===== src/png_enc_pkg.sv =====
// ----------------------------------------------------------------------------
// PNG encoder package
// Types, byte constants and the CRC-32 byte update that the encoder uses.
// ----------------------------------------------------------------------------
package png_enc_pkg;

  // Configuration register indexes.
  localparam logic [1:0] REG_WIDTH  = 2'd0;
  localparam logic [1:0] REG_HEIGHT = 2'd1;

  localparam logic [14:0] DIM_MAX = 15'd16384;

  localparam logic [31:0] CRC_POLY  = 32'hEDB88320;
  localparam logic [16:0] ADLER_MOD = 17'd65521;

  // Signature bytes.
  localparam logic [7:0] SIG_0 = 8'h89;
  localparam logic [7:0] SIG_1 = 8'h50;
  localparam logic [7:0] SIG_2 = 8'h4E;
  localparam logic [7:0] SIG_3 = 8'h47;
  localparam logic [7:0] SIG_4 = 8'h0D;
  localparam logic [7:0] SIG_5 = 8'h0A;
  localparam logic [7:0] SIG_6 = 8'h1A;
  localparam logic [7:0] SIG_7 = 8'h0A;

  // Chunk type letters.
  localparam logic [7:0] CH_I = 8'h49;
  localparam logic [7:0] CH_H = 8'h48;
  localparam logic [7:0] CH_D = 8'h44;
  localparam logic [7:0] CH_R = 8'h52;
  localparam logic [7:0] CH_A = 8'h41;
  localparam logic [7:0] CH_T = 8'h54;
  localparam logic [7:0] CH_E = 8'h45;
  localparam logic [7:0] CH_N = 8'h4E;

  localparam logic [7:0] IHDR_LEN   = 8'd13;
  localparam logic [7:0] BIT_DEPTH  = 8'd8;
  localparam logic [7:0] COLOR_RGB  = 8'd2;
  localparam logic [7:0] ZLIB_CMF   = 8'h78;
  localparam logic [7:0] ZLIB_FLG   = 8'h01;

  // One accepted input byte, classified by the front end.
  typedef struct packed {
    logic [7:0] data;
    logic       first;  // first byte of an image: file header goes first
    logic       filt;   // first byte of a row: filter byte goes first
    logic       last;   // last byte of the image: trailer follows
  } item_t;

  // CRC-32 (reflected) over one byte.
  function automatic logic [31:0] crc_byte(input logic [31:0] crc_in, input logic [7:0] b);
    logic [31:0] c;
    c = crc_in ^ {24'd0, b};
    for (int i = 0; i < 8; i++) begin
      c = c[0] ? ((c >> 1) ^ CRC_POLY) : (c >> 1);
    end
    return c;
  endfunction

endpackage


===== src/png_enc_front.sv =====
// ----------------------------------------------------------------------------
// PNG encoder front end
// Holds the image size, tracks row and column position, tags each item.
// ----------------------------------------------------------------------------
module png_enc_front import png_enc_pkg::*; (
  input  logic        clk,
  input  logic        rst,
  input  logic        cfg_valid,
  output logic        cfg_ready,
  input  logic [1:0]  cfg_index,
  input  logic [14:0] cfg_data,
  input  logic        in_valid,
  input  logic [7:0]  pixel_byte,
  output logic        in_stall,
  input  logic        q_full,
  output logic        q_push,
  output item_t       q_item,
  output logic [14:0] image_width,
  output logic [14:0] image_height
);

  logic        started;
  logic [15:0] row_byte_cnt;
  logic [13:0] row_cnt;
  logic [14:0] cfg_clamped;
  logic [16:0] row_len;
  logic        row_end;
  logic        img_end;

  assign cfg_ready = 1'b1;
  assign in_stall  = q_full;
  assign q_push    = in_valid && !q_full;

  always_comb begin
    cfg_clamped = cfg_data;
    if (cfg_data == 15'd0) begin
      cfg_clamped = 15'd1;
    end else if (cfg_data > DIM_MAX) begin
      cfg_clamped = DIM_MAX;
    end
  end

  assign row_len = {1'b0, image_width, 1'b0} + {2'b0, image_width};
  assign row_end = ({1'b0, row_byte_cnt} == row_len - 17'd1);
  assign img_end = row_end && ({1'b0, row_cnt} == image_height - 15'd1);

  always_comb begin
    q_item.data  = pixel_byte;
    q_item.first = !started;
    q_item.filt  = (row_byte_cnt == 16'd0);
    q_item.last  = img_end;
  end

  always_ff @(posedge clk) begin
    if (rst) begin
      started      <= 1'b0;
      row_byte_cnt <= '0;
      row_cnt      <= '0;
      image_width  <= 15'd1;
      image_height <= 15'd1;
    end else begin
      if (cfg_valid && !started) begin
        case (cfg_index)
          REG_WIDTH:  image_width  <= cfg_clamped;
          REG_HEIGHT: image_height <= cfg_clamped;
          default: ;
        endcase
      end
      if (q_push) begin
        if (img_end) begin
          started      <= 1'b0;
          row_byte_cnt <= '0;
          row_cnt      <= '0;
        end else begin
          started <= 1'b1;
          if (row_end) begin
            row_byte_cnt <= '0;
            row_cnt      <= row_cnt + 14'd1;
          end else begin
            row_byte_cnt <= row_byte_cnt + 16'd1;
          end
        end
      end
    end
  end

endmodule


===== src/png_enc_fifo.sv =====
// ----------------------------------------------------------------------------
// PNG encoder item queue
// A four-entry queue between the front end and the byte generator.
// ----------------------------------------------------------------------------
module png_enc_fifo import png_enc_pkg::*; (
  input  logic  clk,
  input  logic  rst,
  input  logic  push,
  input  item_t push_item,
  output logic  full,
  input  logic  pop,
  output logic  avail,
  output item_t pop_item
);

  localparam int Depth = 4;
  localparam int Aw    = $clog2(Depth);

  item_t         mem [Depth];
  logic [Aw-1:0] wr_ptr;
  logic [Aw-1:0] rd_ptr;
  logic [Aw:0]   count;

  assign full     = (count == (Aw+1)'(Depth));
  assign avail    = (count != '0);
  assign pop_item = mem[rd_ptr];

  always_ff @(posedge clk) begin
    if (push) begin
      mem[wr_ptr] <= push_item;
    end
  end

  always_ff @(posedge clk) begin
    if (rst) begin
      wr_ptr <= '0;
      rd_ptr <= '0;
      count  <= '0;
    end else begin
      if (push) begin
        wr_ptr <= wr_ptr + 1'b1;
      end
      if (pop) begin
        rd_ptr <= rd_ptr + 1'b1;
      end
      case ({push, pop})
        2'b10:   count <= count + 1'b1;
        2'b01:   count <= count - 1'b1;
        default: ;
      endcase
    end
  end

endmodule


===== src/png_enc_back.sv =====
// ----------------------------------------------------------------------------
// PNG encoder back end
// Turns queued items into file bytes: headers, stored blocks, checksums.
// ----------------------------------------------------------------------------
module png_enc_back import png_enc_pkg::*; #(
  parameter int STORED_BLOCK_MAX = 65535
) (
  input  logic        clk,
  input  logic        rst,
  input  logic [14:0] image_width,
  input  logic [14:0] image_height,
  input  logic        q_avail,
  input  item_t       q_item,
  output logic        q_pop,
  output logic [7:0]  out_byte,
  output logic        run_last,
  output logic        file_last,
  output logic        out_valid,
  input  logic        out_stall
);

  localparam logic [15:0] BlkMax   = 16'(STORED_BLOCK_MAX);
  localparam logic [30:0] BlkMaxM1 = 31'(STORED_BLOCK_MAX - 1);

  // Reciprocal of the block size, exact for any 31-bit numerator.
  localparam int          BlkLog   = $clog2(STORED_BLOCK_MAX);
  localparam int          RecShift = 31 + BlkLog;
  localparam logic [32:0] RecMul   =
    33'(((64'd1 << RecShift) + 64'(STORED_BLOCK_MAX) - 64'd1) / 64'(STORED_BLOCK_MAX));

  typedef enum logic [2:0] {ST_FETCH, ST_HDR, ST_BLK, ST_DATA, ST_TAIL} state_t;
  typedef enum logic [2:0] {C_IDLE, C_MUL, C_LOAD, C_PROD, C_QUO, C_SUM} calc_t;

  state_t      state;
  logic [5:0]  idx;
  logic [7:0]  ent_byte;
  logic        ent_last;
  logic        filt_phase;
  logic [31:0] crc;
  logic [15:0] adl;
  logic [15:0] adh;
  logic [15:0] blk_cnt;
  logic [29:0] raw_rem;

  // Length unit: raw size, block count and IDAT length.
  calc_t       calc;
  logic [29:0] raw_len;
  logic [30:0] dnum;
  logic [46:0] prod_lo;
  logic [47:0] prod_hi;
  logic [63:0] prod_sum;
  logic [30:0] quo;
  logic [31:0] zlen;
  logic        zlen_ok;
  logic [31:0] mul_full;
  logic [16:0] w3p1;
  logic        calc_go;

  logic        adv;
  logic        gen_valid;
  logic [7:0]  gen_byte;
  logic        gen_crc;
  logic        gen_init;
  logic        gen_run_last;
  logic        gen_file_last;
  logic [31:0] crc_base;
  logic [31:0] crc_inv;
  logic [15:0] blk_size;
  logic        blk_final;
  logic [7:0]  data_byte;
  logic [16:0] low_sum;
  logic [15:0] low_next;
  logic [16:0] high_sum;
  logic [15:0] high_next;

  assign adv     = !out_valid || !out_stall;
  assign q_pop   = (state == ST_FETCH) && q_avail;
  assign calc_go = q_pop && q_item.first;

  assign w3p1     = {1'b0, image_width, 1'b0} + {2'b0, image_width} + 17'd1;
  assign mul_full = {17'd0, image_height} * {15'd0, w3p1};
  assign prod_sum = {prod_hi, 16'd0} + {17'd0, prod_lo};

  always_ff @(posedge clk) begin
    if (rst) begin
      calc    <= C_IDLE;
      zlen_ok <= 1'b0;
    end else begin
      case (calc)
        C_IDLE: begin
          if (calc_go) begin
            calc    <= C_MUL;
            zlen_ok <= 1'b0;
          end
        end
        C_MUL:  calc <= C_LOAD;
        C_LOAD: calc <= C_PROD;
        C_PROD: calc <= C_QUO;
        C_QUO:  calc <= C_SUM;
        C_SUM: begin
          calc    <= C_IDLE;
          zlen_ok <= 1'b1;
        end
        default: calc <= C_IDLE;
      endcase
    end
  end

  // The block count is the rounded-up quotient, taken as a product with the
  // reciprocal split into two halves so that each multiplier stays narrow.
  always_ff @(posedge clk) begin
    case (calc)
      C_MUL:  raw_len <= mul_full[29:0];
      C_LOAD: dnum <= {1'b0, raw_len} + BlkMaxM1;
      C_PROD: begin
        prod_lo <= 47'(dnum) * 47'(RecMul[15:0]);
        prod_hi <= 48'(dnum) * 48'(RecMul[32:16]);
      end
      C_QUO:  quo <= 31'(prod_sum >> RecShift);
      C_SUM:  zlen <= {2'b0, raw_len} + {quo[29:0], 2'b0} + {1'b0, quo} + 32'd6;
      default: ;
    endcase
  end

  // Stored block header fields.
  assign blk_size  = (raw_rem < {14'd0, BlkMax}) ? raw_rem[15:0] : BlkMax;
  assign blk_final = (raw_rem <= {14'd0, BlkMax});
  assign data_byte = filt_phase ? 8'd0 : ent_byte;

  // Adler-32 running sums, each reduced by one compare and subtract.
  assign low_sum   = {1'b0, adl} + {9'd0, data_byte};
  assign low_next  = (low_sum >= ADLER_MOD) ? 16'(low_sum - ADLER_MOD) : low_sum[15:0];
  assign high_sum  = {1'b0, adh} + {1'b0, low_next};
  assign high_next = (high_sum >= ADLER_MOD) ? 16'(high_sum - ADLER_MOD) : high_sum[15:0];

  assign crc_inv  = ~crc;
  assign crc_base = gen_init ? 32'hFFFFFFFF : crc;

  always_comb begin
    gen_valid     = 1'b0;
    gen_byte      = 8'd0;
    gen_crc       = 1'b0;
    gen_init      = 1'b0;
    gen_run_last  = 1'b0;
    gen_file_last = 1'b0;
    case (state)
      ST_HDR: begin
        gen_valid = 1'b1;
        gen_crc   = 1'b1;
        case (idx)
          6'd0:  begin gen_byte = SIG_0; gen_crc = 1'b0; end
          6'd1:  begin gen_byte = SIG_1; gen_crc = 1'b0; end
          6'd2:  begin gen_byte = SIG_2; gen_crc = 1'b0; end
          6'd3:  begin gen_byte = SIG_3; gen_crc = 1'b0; end
          6'd4:  begin gen_byte = SIG_4; gen_crc = 1'b0; end
          6'd5:  begin gen_byte = SIG_5; gen_crc = 1'b0; end
          6'd6:  begin gen_byte = SIG_6; gen_crc = 1'b0; end
          6'd7:  begin gen_byte = SIG_7; gen_crc = 1'b0; end
          6'd8, 6'd9, 6'd10: gen_crc = 1'b0;
          6'd11: begin gen_byte = IHDR_LEN; gen_crc = 1'b0; end
          6'd12: begin gen_byte = CH_I; gen_init = 1'b1; end
          6'd13: gen_byte = CH_H;
          6'd14: gen_byte = CH_D;
          6'd15: gen_byte = CH_R;
          6'd16, 6'd17, 6'd20, 6'd21: gen_byte = 8'd0;
          6'd18: gen_byte = {1'b0, image_width[14:8]};
          6'd19: gen_byte = image_width[7:0];
          6'd22: gen_byte = {1'b0, image_height[14:8]};
          6'd23: gen_byte = image_height[7:0];
          6'd24: gen_byte = BIT_DEPTH;
          6'd25: gen_byte = COLOR_RGB;
          6'd26, 6'd27, 6'd28: gen_byte = 8'd0;
          6'd29: begin gen_byte = crc_inv[31:24]; gen_crc = 1'b0; end
          6'd30: begin gen_byte = crc_inv[23:16]; gen_crc = 1'b0; end
          6'd31: begin gen_byte = crc_inv[15:8];  gen_crc = 1'b0; end
          6'd32: begin gen_byte = crc_inv[7:0];   gen_crc = 1'b0; end
          6'd33: begin gen_byte = zlen[31:24]; gen_crc = 1'b0; gen_valid = zlen_ok; end
          6'd34: begin gen_byte = zlen[23:16]; gen_crc = 1'b0; end
          6'd35: begin gen_byte = zlen[15:8];  gen_crc = 1'b0; end
          6'd36: begin gen_byte = zlen[7:0];   gen_crc = 1'b0; end
          6'd37: begin gen_byte = CH_I; gen_init = 1'b1; end
          6'd38: gen_byte = CH_D;
          6'd39: gen_byte = CH_A;
          6'd40: gen_byte = CH_T;
          6'd41: gen_byte = ZLIB_CMF;
          default: gen_byte = ZLIB_FLG;
        endcase
      end
      ST_BLK: begin
        gen_valid = 1'b1;
        gen_crc   = 1'b1;
        case (idx[2:0])
          3'd0:    gen_byte = {7'd0, blk_final};
          3'd1:    gen_byte = blk_size[7:0];
          3'd2:    gen_byte = blk_size[15:8];
          3'd3:    gen_byte = ~blk_size[7:0];
          default: gen_byte = ~blk_size[15:8];
        endcase
      end
      ST_DATA: begin
        gen_valid    = 1'b1;
        gen_crc      = 1'b1;
        gen_byte     = data_byte;
        gen_run_last = !filt_phase && !ent_last;
      end
      ST_TAIL: begin
        gen_valid = 1'b1;
        case (idx[4:0])
          5'd0:  begin gen_byte = adh[15:8]; gen_crc = 1'b1; end
          5'd1:  begin gen_byte = adh[7:0];  gen_crc = 1'b1; end
          5'd2:  begin gen_byte = adl[15:8]; gen_crc = 1'b1; end
          5'd3:  begin gen_byte = adl[7:0];  gen_crc = 1'b1; end
          5'd4, 5'd16: gen_byte = crc_inv[31:24];
          5'd5, 5'd17: gen_byte = crc_inv[23:16];
          5'd6, 5'd18: gen_byte = crc_inv[15:8];
          5'd12: begin gen_byte = CH_I; gen_crc = 1'b1; gen_init = 1'b1; end
          5'd13: begin gen_byte = CH_E; gen_crc = 1'b1; end
          5'd14: begin gen_byte = CH_N; gen_crc = 1'b1; end
          5'd15: begin gen_byte = CH_D; gen_crc = 1'b1; end
          5'd7:  gen_byte = crc_inv[7:0];
          5'd19: begin
            gen_byte      = crc_inv[7:0];
            gen_run_last  = 1'b1;
            gen_file_last = 1'b1;
          end
          default: gen_byte = 8'd0;
        endcase
      end
      default: ;
    endcase
  end

  always_ff @(posedge clk) begin
    if (rst) begin
      state      <= ST_FETCH;
      idx        <= '0;
      filt_phase <= 1'b0;
      crc        <= 32'hFFFFFFFF;
      adl        <= 16'd1;
      adh        <= '0;
      blk_cnt    <= '0;
      raw_rem    <= '0;
      out_valid  <= 1'b0;
    end else begin
      if (adv) begin
        out_valid <= gen_valid;
        out_byte  <= gen_byte;
        run_last  <= gen_run_last;
        file_last <= gen_file_last;
      end
      if (q_pop) begin
        ent_byte   <= q_item.data;
        ent_last   <= q_item.last;
        filt_phase <= q_item.filt;
        idx        <= '0;
        if (q_item.first) begin
          state <= ST_HDR;
        end else begin
          state <= (blk_cnt == 16'd0) ? ST_BLK : ST_DATA;
        end
      end
      if (adv && gen_valid) begin
        if (gen_crc) begin
          crc <= crc_byte(crc_base, gen_byte);
        end
        case (state)
          ST_HDR: begin
            if (idx == 6'd42) begin
              idx     <= '0;
              raw_rem <= raw_len;
              blk_cnt <= '0;
              adl     <= 16'd1;
              adh     <= '0;
              state   <= ST_BLK;
            end else begin
              idx <= idx + 6'd1;
            end
          end
          ST_BLK: begin
            if (idx == 6'd4) begin
              idx     <= '0;
              blk_cnt <= blk_size;
              state   <= ST_DATA;
            end else begin
              idx <= idx + 6'd1;
            end
          end
          ST_DATA: begin
            adl     <= low_next;
            adh     <= high_next;
            blk_cnt <= blk_cnt - 16'd1;
            raw_rem <= raw_rem - 30'd1;
            if (filt_phase) begin
              filt_phase <= 1'b0;
              state      <= (blk_cnt == 16'd1) ? ST_BLK : ST_DATA;
            end else if (ent_last) begin
              state <= ST_TAIL;
            end else begin
              state <= ST_FETCH;
            end
          end
          ST_TAIL: begin
            if (idx == 6'd19) begin
              idx   <= '0;
              adl   <= 16'd1;
              adh   <= '0;
              crc   <= 32'hFFFFFFFF;
              state <= ST_FETCH;
            end else begin
              idx <= idx + 6'd1;
            end
          end
          default: ;
        endcase
      end
    end
  end

endmodule


===== src/uncompressed_png_stream_encoder.sv =====
// ----------------------------------------------------------------------------
// Uncompressed PNG stream encoder
// Wraps raster RGB bytes into a complete 8-bit RGB PNG file, one byte per item.
// ----------------------------------------------------------------------------
// Feed the colour bytes of an image (R, G, B per pixel, top row first) on the
// input channel and the block returns the PNG file byte by byte: signature,
// IHDR, one IDAT chunk holding a zlib stream of stored deflate blocks, and
// IEND. Set image_width (index 0) and image_height (index 1) between images;
// writes while an image is in progress are ignored, zero is taken as 1 and
// values above 16384 as 16384. Every output byte carries run_last, which marks
// the last byte caused by an input item, and file_last, which marks the end of
// the file. The front end tags each item and pushes it into a four-entry
// queue; the back end emits at most one file byte per cycle when the output
// is free. For an ordinary pixel byte the back end takes the item from the
// queue, then sends its byte; the first byte of a row also sends the filter
// byte, every stored block adds five header bytes, the first item of an
// image adds 43 header bytes and the last item adds 20 trailer bytes. The
// IDAT length is worked out by a multiplier and a multiplication by the
// reciprocal of the block size, starting with the first item, which is done
// long before the header reaches the length field, so it never holds the
// header.
// ----------------------------------------------------------------------------
module uncompressed_png_stream_encoder import png_enc_pkg::*; #(
  parameter int STORED_BLOCK_MAX = 65535
) (
  input  logic        clk,
  input  logic        rst,
  input  logic        cfg_valid,
  output logic        cfg_ready,
  input  logic [1:0]  cfg_index,
  input  logic [14:0] cfg_data,
  input  logic        in_valid,
  output logic        in_stall,
  input  logic [7:0]  pixel_byte,
  output logic        out_valid,
  input  logic        out_stall,
  output logic [7:0]  out_byte,
  output logic        run_last,
  output logic        file_last
);

  logic        q_full;
  logic        q_push;
  item_t       q_in;
  logic        q_pop;
  logic        q_avail;
  item_t       q_out;
  logic [14:0] image_width;
  logic [14:0] image_height;

  // Front end: image size registers, row and column tracking.
  png_enc_front u_front (
    .clk          (clk),
    .rst          (rst),
    .cfg_valid    (cfg_valid),
    .cfg_ready    (cfg_ready),
    .cfg_index    (cfg_index),
    .cfg_data     (cfg_data),
    .in_valid     (in_valid),
    .pixel_byte   (pixel_byte),
    .in_stall     (in_stall),
    .q_full       (q_full),
    .q_push       (q_push),
    .q_item       (q_in),
    .image_width  (image_width),
    .image_height (image_height)
  );

  // Queue lets the input keep flowing while the back end sends header bytes.
  png_enc_fifo u_fifo (
    .clk       (clk),
    .rst       (rst),
    .push      (q_push),
    .push_item (q_in),
    .full      (q_full),
    .pop       (q_pop),
    .avail     (q_avail),
    .pop_item  (q_out)
  );

  // Back end: byte sequencer, CRC-32, Adler-32 and the output register.
  png_enc_back #(
    .STORED_BLOCK_MAX (STORED_BLOCK_MAX)
  ) u_back (
    .clk          (clk),
    .rst          (rst),
    .image_width  (image_width),
    .image_height (image_height),
    .q_avail      (q_avail),
    .q_item       (q_out),
    .q_pop        (q_pop),
    .out_byte     (out_byte),
    .run_last     (run_last),
    .file_last    (file_last),
    .out_valid    (out_valid),
    .out_stall    (out_stall)
  );

endmodule


===== config.mk =====
export PLATFORM = sky130hd
export DESIGN_NAME = uncompressed_png_stream_encoder
export DESIGN_NICKNAME = d
export VERILOG_FILES = /design/src/png_enc_pkg.sv /design/src/png_enc_front.sv /design/src/png_enc_fifo.sv /design/src/png_enc_back.sv /design/src/uncompressed_png_stream_encoder.sv
export SDC_FILE = /design/constraint.sdc
export NUM_CORES = 2
export LEC_CHECK = 0
export BUFFER_PORTS_ARGS = -buffer_cell sky130_fd_sc_hd__buf_2
export CORE_MARGIN = 1.5
export CORE_UTILIZATION = 50
export DETAILED_ROUTE_END_ITERATION = 6
export PLACE_DENSITY_LB_ADDON = 0.3
export REMOVE_ABC_BUFFERS = 1
export SLEW_MARGIN = 20
export SYNTH_ARGS = -nofsm -noshare
export SYNTH_HDL_FRONTEND = slang
export SYNTH_SLANG_ARGS = --single-unit

===== constraint.sdc =====
create_clock -name clk -period 22.2 [get_ports clk]
set_input_delay 4.44 -clock clk [delete_from_list [all_inputs] [get_ports clk]]
set_output_delay 4.44 -clock clk [all_outputs]
set_load 0.1 [all_outputs]

==> results.md <==
- Cell area after synthesis: 35300 um2
- Clock-pin slew reported for the worst setup and hold paths after clock tree synthesis: 0.06 ns
- Register-to-Register Setup Slack: 12.15 ns
- Slack of the critical path: 12.15 ns
- Worst-case clock buffer depth: 3
- Dominant register cell in the synthesized netlist: sky130_fd_sc_hd__edfxtp_1
- Critical register-to-register path startpoint: u_front.image_width[0]
- Count of port buffers added during placement: 41
- Hold Path End: u_back.prod_lo[14]
- CTS sink count: 414
- Worst Setup Path Type: flop to flop
- Global-route wire length before repair: 157000 um
- Fraction of final layout cells with drive strength greater than 1: 0.0662
- Hold Crit Class: flop to flop
- Total via count after detailed routing: 29030
- Maximum achievable frequency: 99.5 MHz
- Number of filler cells placed in the layout: 6359
- Number of violations of the max-capacitance limit: 0
- Depth of the worst register-to-register path: 31
- Site row count: 97
- Crit-path slowest cell: sky130_fd_sc_hd__xnor2_1
- GRT Util Overall: 0.279
- Post-synthesis async set-or-reset flop share: 0
- Maximum number of pins on one net before global-route repair: 58
- Portion of the post-synthesis area used by sequential elements: 0.297
- Gate power share: 0.426
- Worst Path Arrival: 10.38 ns
- Worst Hold Path Cells: 0
- Worst slew margin relative to its limit: 0.287
- Clk network pwr share: 0.252
- Area added between synthesis and finish: 7.88%
- Worst Clk Skew: 0.0528 ns
- Worst ir drop on vdd: 0.0709 mV
- Total negative setup slack: 0 ns
- Switching Fraction: 0.415
- Crit-path max FO: 22
- Routability congestion estimate: 0.997
- Final Net Count: 4390
- Detailed-router iteration count before antenna repair: 6
- Total clock buffers created by CTS: 50
- Power per cell area: 86.7 nW/um2
- Residual DRC: 0
- Number of buffers inserted to repair setup after CTS: 0
- Crit-path most repeated cell: sky130_fd_sc_hd__fa_1
- Congestion Overflow GR: 0
- Number of synthesized flops with an enable pin: 219
- Critical Path Source Type: flop
- Antenna violations before repair: 2
- Post-CTS resize count: 0
- Count of cell types in the netlist: 103
- Average cell area after synthesis: 8.94 um2
- Critical path buffers and inverters: 4
- Number of DRC violations after detailed-routing iteration 0: 2532
- Routed length per instance: 20.7 um
- Time the final worst path needs with I/O delays and setup: 10.05 ns
- Setup crit end kind: flop
- Antenna Nets Post-Route: 0
- Internal power: 1930 uW
- Starting density of the core: 0.505
- Slew at the pin with the worst max-slew slack: 1.06 ns
- Die boundary height: 269 um
- Via count of the first global-routing pass: 27443
- Outcome: complete, no violations
- Delay of the slowest critical-path stage: 0.87 ns
- Post-CTS Hold Fix Bufs: 0
- Die area: 72200 um2
- Required time reported for the critical path endpoint: 22.53 ns
- Worst setup slack before clock tree synthesis: 12.33 ns
- Max-slew violation total from the final report: 0
- Yosys warning count: 0
- Routed via count divided by cell count: 5.94
- Delay-heaviest family, CP: adder cells
- Clock tree from TritonCTS: built
- Worst skew pair latency: 0.63 ns
- Floorplan die width: 269 um
- Sum of net half-perimeters after detailed placement: 75700 um
- Root buffer cell: sky130_fd_sc_hd__clkbuf_16
- Setup repair after global routing missed its margin: no
- Worst flop-to-flop path endpoint: u_back.raw_len[28]
- Final number of hold-violating endpoints: 0
- Placed Instance Area: 36400 um2
- Synthesized flop and latch total: 414
- H-tree levels: 2
- # IOs: 43
- Start point of the worst min-delay path: u_back.dnum[14]
- Final standard cell area without fillers: 38100 um2
- Final cycle utilization of the critical path: 0.453
- Part of the power in registers: 0.322
- Psw: 1370 uW
- Leakage power of the design: 0.0156 uW
- Floorplan core area: 69900 um2
- Instance count of the mapped netlist: 3948
- Overall routed net length: 101000 um
- Critical path launch point: u_front.image_width[0]
- Number of endpoints failing setup at the final stage: 0
-- cells by family (layout without fill, tap and decap cells) --
family,count (synthesis),count (layout),synth area share
multiplexers,35,35,0.0140
buffers and inverters,527,522,0.0571
flip-flops,414,414,0.297
other,2,3,0.000213
adder cells (fa/ha/maj),457,457,0.204
AND/OR/NAND/NOR,1371,1371,0.190
AO/OA/AOI/OAI,807,807,0.151
XOR/XNOR,335,335,0.0872
-- worst register-to-register path: cells and delay by family (launching register included) --
family | cells | cell delay (ns)
compound gates | 9 | 2.18
xor+xnor | 2 | 0.97
fa+ha+maj | 9 | 4.16
buf+inv | 4 | 0.22
flops | 1 | 0.81
simple gates | 7 | 1.42
-- state kept, by name, indices dropped and copies added (netlist names), 30 cells and up, named ones only --
register and cells:
u_back.crc 32, u_fifo.mem 44, u_back.raw_rem 30, u_back.raw_len 30, u_back.zlen 32, u_back.prod_lo 31, u_back.dnum 31
-- cells in the mapped netlist (89+ instances only) --
cell	instances	area, um2
sky130_fd_sc_hd__nand2_1	429	1610
sky130_fd_sc_hd__inv_1	328	1230
sky130_fd_sc_hd__nor2_1	318	1190
sky130_fd_sc_hd__ha_1	259	3240
sky130_fd_sc_hd__a21oi_1	224	1120
sky130_fd_sc_hd__edfxtp_1	219	6580
sky130_fd_sc_hd__xnor2_1	199	1740
sky130_fd_sc_hd__fa_1	198	3960
sky130_fd_sc_hd__dfxtp_1	195	3900
sky130_fd_sc_hd__clkbuf_1	164	616
sky130_fd_sc_hd__o21ai_0	143	716
sky130_fd_sc_hd__and2_1	127	795
sky130_fd_sc_hd__xor2_1	121	1060
sky130_fd_sc_hd__nand3_1	89	445
-- worst max path at each step --
stage	end	cells past startpoint
after floorplan	u_back.raw_len[29]	35
after global placement	u_back.raw_len[29]	36
after detailed placement	u_back.raw_len[28]	31
after CTS	u_back.raw_len[28]	31
after global routing	u_back.raw_len[29]	34
final	u_back.raw_len[28]	31
-- stage by stage --
stage          total power, uW  hold WS, ns   util  cells
4_1_cts                   3290        0.444  0.545   4883
3_5_place_dp              2450        0.448  0.521   4791
5_1_grt                   3480        0.453  0.545   4883
6_report                  3300        0.432  0.545   4884
2_1_floorplan             2040        0.417      -   3752
3_3_place_gp              2430        0.442  0.521   4791
-- layout make-up --
type                       instances  area, um2  share of cell area
antenna                            1       2.50           0.0000657
clock buffer                      58       1350              0.0355
clock inverter                    34        325             0.00854
inverter                         331       1240              0.0326
multi-input combinational       3007      22900               0.600
sequential                       414      10500               0.275
tap                              940       1180              0.0309
timing repair buffer              99        643              0.0169
-- power groups by stage --
stage / Clock [uW] / Combinational [uW] / Sequential, uW
global route: 872 / 1540 / 1070
floorplan: 0 / 976 / 1070
CTS: 845 / 1390 / 1060
finish: 834 / 1410 / 1060
global placement: 0 / 1360 / 1070
detailed placement: 0 / 1370 / 1070
-- cell usage in the layout (no fill, tap or decap), types with 89 or more instances in the layout --
cell	n
sky130_fd_sc_hd__nor2_1	318
sky130_fd_sc_hd__dfxtp_1	194
sky130_fd_sc_hd__xnor2_1	197
sky130_fd_sc_hd__a21oi_1	224
sky130_fd_sc_hd__xor2_1	120
sky130_fd_sc_hd__edfxtp_1	219
sky130_fd_sc_hd__nand2_1	428
sky130_fd_sc_hd__nand3_1	89
sky130_fd_sc_hd__o21ai_0	143
sky130_fd_sc_hd__fa_1	198
sky130_fd_sc_hd__and2_1	127
sky130_fd_sc_hd__ha_1	259
sky130_fd_sc_hd__inv_1	328
-- layer usage --
metal	GRT usage	vias up	part of all wire
met5	0	-	0.00015
met3	0.0491	215	0.074
met2	0.445	1069	0.46
met1	0.384	14098	0.44
met4	0.0884	2	0.033
li1	-	13646	-
(Power assumes the default switching activity.)
